<file path="src/rqmt_pkg.sv">
// Shared constants, types and index helpers for the ring queue with max tracking.
package rqmt_pkg;

    localparam int unsigned QUEUE_DEPTH = 64;
    localparam int unsigned IDX_W       = $clog2(QUEUE_DEPTH);
    localparam int unsigned CNT_W       = $clog2(QUEUE_DEPTH + 1);

    localparam int unsigned ID_W        = 27;
    localparam int unsigned GRADE_W     = 10;
    localparam int unsigned ENTRY_W     = 7;
    localparam int unsigned STATUS_W    = 2;

    localparam int unsigned IN_DATA_W   = 40;
    localparam int unsigned OUT_DATA_W  = 56;

    typedef struct packed {
        logic [ID_W-1:0]    id;
        logic               flag;
        logic [GRADE_W-1:0] grade;
    } rec_t;

    typedef enum logic {
        ACT_PUSH = 1'b0,
        ACT_POP  = 1'b1
    } action_t;

    typedef enum logic [STATUS_W-1:0] {
        STAT_DONE  = 2'd0,
        STAT_FULL  = 2'd1,
        STAT_EMPTY = 2'd2
    } status_t;

    typedef enum logic [4:0] {
        ST_IDLE = 5'b00001,
        ST_EXEC = 5'b00010,
        ST_HEAD = 5'b00100,
        ST_SCAN = 5'b01000,
        ST_EMIT = 5'b10000
    } state_t;

    function automatic logic [IDX_W-1:0] wrap_inc(input logic [IDX_W-1:0] i);
        logic [IDX_W-1:0] r;
        if (i == IDX_W'(QUEUE_DEPTH - 1)) begin
            r = '0;
        end else begin
            r = i + 1'b1;
        end
        return r;
    endfunction

    function automatic logic [IDX_W-1:0] tail_index(input logic [IDX_W-1:0] head,
                                                    input logic [CNT_W-1:0] count);
        logic [IDX_W:0] sum;
        sum = {1'b0, head} + (IDX_W+1)'(count);
        if (sum >= (IDX_W+1)'(QUEUE_DEPTH)) begin
            sum = sum - (IDX_W+1)'(QUEUE_DEPTH);
        end
        return sum[IDX_W-1:0];
    endfunction

endpackage

</file>
<file path="src/ring_queue_with_max_tracking.sv">
// Top level: circular record queue with running maximum grade.
// A push or refused request passes through the execute and emit states; a pop
// also reads the head record, and when the popped record held the maximum it
// rescans the remaining records one by one over the store's single read port.
// One transaction at a time; a finished result may wait in the output register.
// Reset (aresetn low, synchronous) empties the queue and clears the maximum.
module ring_queue_with_max_tracking import rqmt_pkg::*; (
    input  logic                  aclk,
    input  logic                  aresetn,
    input  logic                  s_tvalid,
    output logic                  s_tready,
    // student_id[26:0], has_grade[27], grade[37:28], zero[39:38]
    input  logic [IN_DATA_W-1:0]  s_tdata,
    // action[0]
    input  logic [0:0]            s_tuser,
    output logic                  m_tvalid,
    input  logic                  m_tready,
    // max_grade[9:0], entry_count[16:10], popped_id[43:17],
    // popped_has_grade[44], popped_grade[54:45], zero[55]
    output logic [OUT_DATA_W-1:0] m_tdata,
    // status[1:0]
    output logic [STATUS_W-1:0]   m_tuser
);

    state_t                state_reg, state_next;
    action_t               act_reg, act_next;
    rec_t                  in_rec_reg, in_rec_next;
    logic [IDX_W-1:0]      head_reg, head_next;
    logic [CNT_W-1:0]      count_reg, count_next;
    logic [GRADE_W-1:0]    max_reg, max_next;
    status_t               res_status_reg, res_status_next;
    rec_t                  res_pop_reg, res_pop_next;
    logic [IDX_W-1:0]      scan_addr_reg, scan_addr_next;
    logic [CNT_W-1:0]      scan_left_reg, scan_left_next;
    logic [GRADE_W-1:0]    best_reg, best_next;
    logic                  m_valid_reg, m_valid_next;
    logic [OUT_DATA_W-1:0] m_data_reg, m_data_next;
    logic [STATUS_W-1:0]   m_user_reg, m_user_next;

    logic                  ram_we;
    logic                  ram_re;
    logic [IDX_W-1:0]      ram_raddr;
    rec_t                  ram_rdata;
    logic [GRADE_W-1:0]    cand;

    rqmt_store u_store (
        .aclk  (aclk),
        .we    (ram_we),
        .waddr (tail_index(head_reg, count_reg)),
        .wdata (in_rec_reg),
        .re    (ram_re),
        .raddr (ram_raddr),
        .rdata (ram_rdata)
    );

    assign cand = (ram_rdata.flag && (ram_rdata.grade > best_reg)) ? ram_rdata.grade : best_reg;

    always_comb begin
        state_next      = state_reg;
        act_next        = act_reg;
        in_rec_next     = in_rec_reg;
        head_next       = head_reg;
        count_next      = count_reg;
        max_next        = max_reg;
        res_status_next = res_status_reg;
        res_pop_next    = res_pop_reg;
        scan_addr_next  = scan_addr_reg;
        scan_left_next  = scan_left_reg;
        best_next       = best_reg;
        m_valid_next    = m_valid_reg;
        m_data_next     = m_data_reg;
        m_user_next     = m_user_reg;
        ram_we          = 1'b0;
        ram_re          = 1'b0;
        ram_raddr       = head_reg;

        if (m_valid_reg && m_tready) begin
            m_valid_next = 1'b0;
        end

        case (state_reg)
            ST_IDLE: begin
                if (s_tvalid) begin
                    act_next          = action_t'(s_tuser[0]);
                    in_rec_next.id    = s_tdata[26:0];
                    in_rec_next.flag  = s_tdata[27];
                    in_rec_next.grade = s_tdata[27] ? s_tdata[37:28] : '0;
                    state_next        = ST_EXEC;
                end
            end
            ST_EXEC: begin
                res_pop_next    = '0;
                res_status_next = STAT_DONE;
                if (act_reg == ACT_PUSH) begin
                    if (count_reg == CNT_W'(QUEUE_DEPTH)) begin
                        res_status_next = STAT_FULL;
                    end else begin
                        ram_we     = 1'b1;
                        count_next = count_reg + 1'b1;
                        if (in_rec_reg.flag && (in_rec_reg.grade > max_reg)) begin
                            max_next = in_rec_reg.grade;
                        end
                    end
                    state_next = ST_EMIT;
                end else if (count_reg == '0) begin
                    res_status_next = STAT_EMPTY;
                    state_next      = ST_EMIT;
                end else begin
                    ram_re     = 1'b1;
                    state_next = ST_HEAD;
                end
            end
            ST_HEAD: begin
                res_pop_next = ram_rdata;
                head_next    = wrap_inc(head_reg);
                count_next   = count_reg - 1'b1;
                state_next   = ST_EMIT;
                if (ram_rdata.flag && (ram_rdata.grade == max_reg)) begin
                    best_next = '0;
                    if (count_reg == CNT_W'(1)) begin
                        max_next = '0;
                    end else begin
                        ram_re         = 1'b1;
                        ram_raddr      = wrap_inc(head_reg);
                        scan_addr_next = wrap_inc(head_reg);
                        scan_left_next = count_reg - 1'b1;
                        state_next     = ST_SCAN;
                    end
                end
            end
            ST_SCAN: begin
                if (scan_left_reg == CNT_W'(1)) begin
                    max_next   = cand;
                    state_next = ST_EMIT;
                end else begin
                    best_next      = cand;
                    ram_re         = 1'b1;
                    ram_raddr      = wrap_inc(scan_addr_reg);
                    scan_addr_next = wrap_inc(scan_addr_reg);
                    scan_left_next = scan_left_reg - 1'b1;
                end
            end
            ST_EMIT: begin
                if (!m_valid_reg || m_tready) begin
                    m_valid_next = 1'b1;
                    m_user_next  = res_status_reg;
                    m_data_next  = {1'b0, res_pop_reg.grade, res_pop_reg.flag,
                                    res_pop_reg.id, ENTRY_W'(count_reg), max_reg};
                    state_next   = ST_IDLE;
                end
            end
            default: begin
                state_next = ST_IDLE;
            end
        endcase
    end

    always_ff @(posedge aclk) begin
        if (!aresetn) begin
            state_reg   <= ST_IDLE;
            head_reg    <= '0;
            count_reg   <= '0;
            max_reg     <= '0;
            m_valid_reg <= 1'b0;
        end else begin
            state_reg   <= state_next;
            head_reg    <= head_next;
            count_reg   <= count_next;
            max_reg     <= max_next;
            m_valid_reg <= m_valid_next;
        end
        act_reg        <= act_next;
        in_rec_reg     <= in_rec_next;
        res_status_reg <= res_status_next;
        res_pop_reg    <= res_pop_next;
        scan_addr_reg  <= scan_addr_next;
        scan_left_reg  <= scan_left_next;
        best_reg       <= best_next;
        m_data_reg     <= m_data_next;
        m_user_reg     <= m_user_next;
    end

    assign s_tready = (state_reg == ST_IDLE);
    assign m_tvalid = m_valid_reg;
    assign m_tdata  = m_data_reg;
    assign m_tuser  = m_user_reg;

endmodule

</file>
<file path="src/rqmt_store.sv">
// Record store: one write port, one read port with registered read data.
module rqmt_store import rqmt_pkg::*; (
    input  logic             aclk,
    input  logic             we,
    input  logic [IDX_W-1:0] waddr,
    input  rec_t             wdata,
    input  logic             re,
    input  logic [IDX_W-1:0] raddr,
    output rec_t             rdata
);

    rec_t mem [QUEUE_DEPTH];
    rec_t rdata_reg;

    always_ff @(posedge aclk) begin
        if (we) begin
            mem[waddr] <= wdata;
        end
        if (re) begin
            rdata_reg <= mem[raddr];
        end
    end

    assign rdata = rdata_reg;

endmodule

</file>
<file path="config.mk">
export PLATFORM = sky130hd
export DESIGN_NAME = ring_queue_with_max_tracking
export DESIGN_NICKNAME = d
export VERILOG_FILES = /design/src/rqmt_pkg.sv /design/src/ring_queue_with_max_tracking.sv /design/src/rqmt_store.sv
export SDC_FILE = /design/constraint.sdc
export NUM_CORES = 2
export LEC_CHECK = 0
export BUFFER_PORTS_ARGS = -buffer_cell sky130_fd_sc_hd__buf_2
export CELL_PAD_IN_SITES_DETAIL_PLACEMENT = 0
export CELL_PAD_IN_SITES_GLOBAL_PLACEMENT = 1
export CORE_MARGIN = 2
export CORE_UTILIZATION = 56
export CTS_CLUSTER_SIZE = 20
export DETAILED_ROUTE_END_ITERATION = 16
export PLACE_DENSITY = 0.82
export SETUP_SLACK_MARGIN = 0.3
export SYNTH_ARGS = -nofsm -noshare
export SYNTH_HDL_FRONTEND = slang
export SYNTH_HIERARCHICAL = 1
export SYNTH_SLANG_ARGS = --single-unit
export TNS_END_PERCENT = 1
</file>
<file path="constraint.sdc">
create_clock -name aclk -period 7.21 [get_ports aclk]
set_input_delay 0.721 -clock aclk [delete_from_list [all_inputs] [get_ports aclk]]
set_output_delay 0.721 -clock aclk [all_outputs]
set_load 0.02 [all_outputs]
</file>
==> results.sh <==
export IMPL_cts_resized_gates=0
export IMPL_synth_common_cells="sky130_fd_sc_hd__edfxtp_1, sky130_fd_sc_hd__mux4_2, sky130_fd_sc_hd__nor2_1"
export IMPL_maximum_number_of_buffers_from_clock_root_to_sink=4
export IMPL_synth_top_area_cell="sky130_fd_sc_hd__edfxtp_1"
export IMPL_drt_total_wl_um=257000
export IMPL_worst_pin_slew_ps=1460
export IMPL_clk_root_buffer_cell="sky130_fd_sc_hd__clkbuf_16"
export IMPL_drive_above_1_share_pct=26.3
export IMPL_vias_per_cell=6.70
export IMPL_tritoncts_clock_tree="built"
export IMPL_core_area_um2=181000
export IMPL_path_common_cell="sky130_fd_sc_hd__nor2_1"
export IMPL_timing_critical_path_from="count_reg[4]"
export IMPL_synth_cell_types=63
export IMPL_slowest_stage="sky130_fd_sc_hd__a221o_4"
export IMPL_met1_wire_length_um=91500
export IMPL_synth_seq_area_share_pct=78.2
export IMPL_syn2layout_area_growth_pct=13.0
export IMPL_global_route_wire_length_before_repair_um=365000
export IMPL_num_vias=50575
export IMPL_post_synth_top_area_fraction_pct=77.7
export IMPL_finalPower_mw=31.3
export IMPL_placement_cell_area_um2=106000
export IMPL_routed_top_layer="met4"
export IMPL_leakage_nw=35.3
export IMPL_postSynthRegisterBits=2658
export IMPL_drt_pre_antenna_iters=5
export IMPL_setup_tns_ps=0
export IMPL_gate_count_after_technology_mapping=4655
export IMPL_layout_worst_path_cycle_share_pct=80.1
export IMPL_worst_ir_drop_vdd_v=0.000186
export IMPL_grt_usage_pct=27.9
export IMPL_power_density_nw_per_um2=273
export IMPL_clk_insertion_delay_late_ps=920
export IMPL_number_of_antenna_violations_at_the_first_check_in_global_routing=2
export IMPL_run_status="finished clean"
export IMPL_post_route_drc_count=0
export IMPL_drv_slew=0
export IMPL_first_global_vias=50832
export IMPL_final_net_count=5077
export IMPL_design_die_area_um2=185000
export IMPL_synth_cell_area_um2=102000
export IMPL_worst_setup_path_type="reg2reg"
export IMPL_overflow=0
export IMPL_maxCapViolations=0
export IMPL_final_hold_violation_count=0
export IMPL_largest_register_ffs=2432
export IMPL_routed_wl_met3_um=28100
export IMPL_dpl_hpwl_um=140000
export IMPL_cp_cell_sequence="nor4_1, and3b_1, nor2_1, buf_4, nor2_1, a221o_4, buf_12, buf_4, mux4_2, a22oi_1, nand2_1, o22ai_1, nor2_1"
export IMPL_critPathLaunchType="flip-flop"
export IMPL_cts_sinks=2658
export IMPL_wire_per_inst_um=34.0
export IMPL_async_set_reset_flop_share_out_of_synthesis_pct=0
export IMPL_timing_critical_path_slowest_cell_delay_ps=1070
export IMPL_clkSlewWorstSetupHoldPaths_ps=70
export IMPL_routed_wl_met2_um=125000
export IMPL_floorplan_die_height_um=430
export IMPL_ys_top_cells_by_area="sky130_fd_sc_hd__edfxtp_1, sky130_fd_sc_hd__mux4_2, sky130_fd_sc_hd__a22oi_1"
export IMPL_achievable_frequency_ghz=0.173
export IMPL_worstSetupEndpointType="flip-flop"
export IMPL_io_buffers=101
export IMPL_regMostFlops="u_store/mem"
export IMPL_cts_buffers_inserted=280
export IMPL_initial_cell_density_of_the_core_pct=56.3
export IMPL_clock_skew_ps=61.1
export IMPL_die_w_um=430
export IMPL_rr_startpoint="count_reg[4]"
export IMPL_pin_count=105
export IMPL_most_repeated_cell_in_the_gate_level_netlist_after_synthesis="sky130_fd_sc_hd__edfxtp_1"
export IMPL_grt_max_degree=106
export IMPL_worst_endpoint_arrival_ps=6410
export IMPL_yosys_most_used_dff="sky130_fd_sc_hd__edfxtp_1"
export IMPL_layout_cell_area_non_filler_um2=115000
export IMPL_remaining_antenna_violation_count_after_routing=0
export IMPL_routabilityCongestion=0.826
export IMPL_cp_required_ps=7840
export IMPL_rsz_0062_raised_after_global_routing="no"
export IMPL_critPathMaxFanout=38
export IMPL_synth_enable_flop_cells=2629
export IMPL_synthesis_area_per_instance_um2=21.8
export IMPL_core_rowCount=156
export IMPL_hold_path_start="s_tvalid"
export IMPL_worst_hold_path_type="in2reg"
export IMPL_htree_levels=5
export IMPL_drt_iter0_markers=7676
export IMPL_syn_num_nets=4733
export IMPL_finalWorstPathRequiredPeriod_ps=5780
export IMPL_slew_headroom_pct=2.76
export IMPL_setup_viol=0
export IMPL_synth_yosys_warnings=6
timing repair:
item	4_1_cts	5_1_grt
setup buffers	0	0
hold buffers	28	0
endpoints found under the hold margin	28	0
metrics by stage:
| stage | cells | hold WS (ps) | worst slack (ps) | utilization, % |
|---|---|---|---|---|
| floorplan | 4655 | 400 | 2140 | - |
| global placement | 7059 | 401 | 1480 | 58.7 |
| finish | 7553 | 86.3 | 1430 | 63.6 |
| global route | 7553 | 80.4 | 1260 | 63.6 |
| CTS | 7551 | 33.1 | 1450 | 63.6 |
| detailed placement | 7059 | 405 | 1480 | 58.7 |
cells in the final DEF (no fill, tap or decap), types with 16 or more instances in the layout:
cell type / n
sky130_fd_sc_hd__mux2i_1: 65
sky130_fd_sc_hd__dfxtp_1: 29
sky130_fd_sc_hd__nor2_1: 102
sky130_fd_sc_hd__nand3_1: 31
sky130_fd_sc_hd__nor2_4: 63
sky130_fd_sc_hd__clkbuf_16: 287
sky130_fd_sc_hd__clkbuf_1: 63
sky130_fd_sc_hd__mux4_2: 608
sky130_fd_sc_hd__buf_2: 101
sky130_fd_sc_hd__o22ai_1: 110
sky130_fd_sc_hd__mux2_2: 25
sky130_fd_sc_hd__nand2_1: 131
sky130_fd_sc_hd__edfxtp_1: 2629
sky130_fd_sc_hd__and2_1: 51
sky130_fd_sc_hd__o21ai_0: 26
sky130_fd_sc_hd__xor2_1: 16
sky130_fd_sc_hd__buf_4: 168
sky130_fd_sc_hd__nor3_1: 16
sky130_fd_sc_hd__inv_1: 42
sky130_fd_sc_hd__dlygate4sd3_1: 28
sky130_fd_sc_hd__a21oi_1: 101
sky130_fd_sc_hd__ha_1: 32
sky130_fd_sc_hd__clkinv_1: 45
sky130_fd_sc_hd__xnor2_1: 18
sky130_fd_sc_hd__o221ai_1: 32
sky130_fd_sc_hd__clkinv_2: 31
sky130_fd_sc_hd__bufinv_16: 23
sky130_fd_sc_hd__a22oi_1: 140
worst paths after layout:
check	to	slack, ps	depth (start not counted)
setup / recovery	u_store/rdata[31]	1430	13
hold / removal	state_reg[1]	90	2
setup reg to reg	u_store/rdata[31]	1430	13
hold reg to reg	m_tdata[18]	410	0
layout make-up:
| class | instances | area (um2) |
|---|---|---|
| inverters | 42 | 158 |
| clock buffers | 352 | 7450 |
| repair buffers | 310 | 2310 |
| fillers | 11503 | 65700 |
| multi-input cells | 1707 | 21300 |
| well taps | 2370 | 2970 |
| clock inverters | 112 | 1120 |
| flip-flops and latches | 2658 | 79500 |
| diodes | 2 | 5.00 |
layer usage:
layer | vias to the layer above | global-route usage (%)
li1 | 20247 | -
met1 | 26412 | 38.2
met2 | 3355 | 44.6
met3 | 561 | 5.39
met4 | 0 | 11.8
met5 | - | 0
worst max-delay path, delay by kind of cell, from the launching register on:
| kind | cells | cell delay, ps |
|---|---|---|
| compound gates | 3 | 1930 |
| simple gates | 6 | 1580 |
| buf+inv | 3 | 870 |
| mux | 1 | 530 |
| flops | 1 | 470 |
power by group:
| group | switching (mW) | internal, mW | total [mW] |
|---|---|---|---|
| clock network | 5.67 | 8.09 | 13.8 |
| logic | 0.390 | 0.0672 | 0.457 |
| registers | 0.0151 | 17.1 | 17.1 |
| total | 6.08 | 25.3 | 31.3 |
cell families (layout without fill, tap and decap cells):
family | Yosys count | after routing | synth area share (%)
AOI/OAI and AO/OA | 462 | 462 | 3.08
adders and majority gates | 33 | 33 | 0.414
xor gates and xnor gates | 34 | 34 | 0.293
muxes | 698 | 698 | 14.4
buffers and inverters | 290 | 816 | 1.37
and+or+nand+nor | 479 | 479 | 2.20
DFF | 2658 | 2658 | 78.2
other | 1 | 3 | 0.00369
No activity file was read; power rests on OpenSTA's default activity.
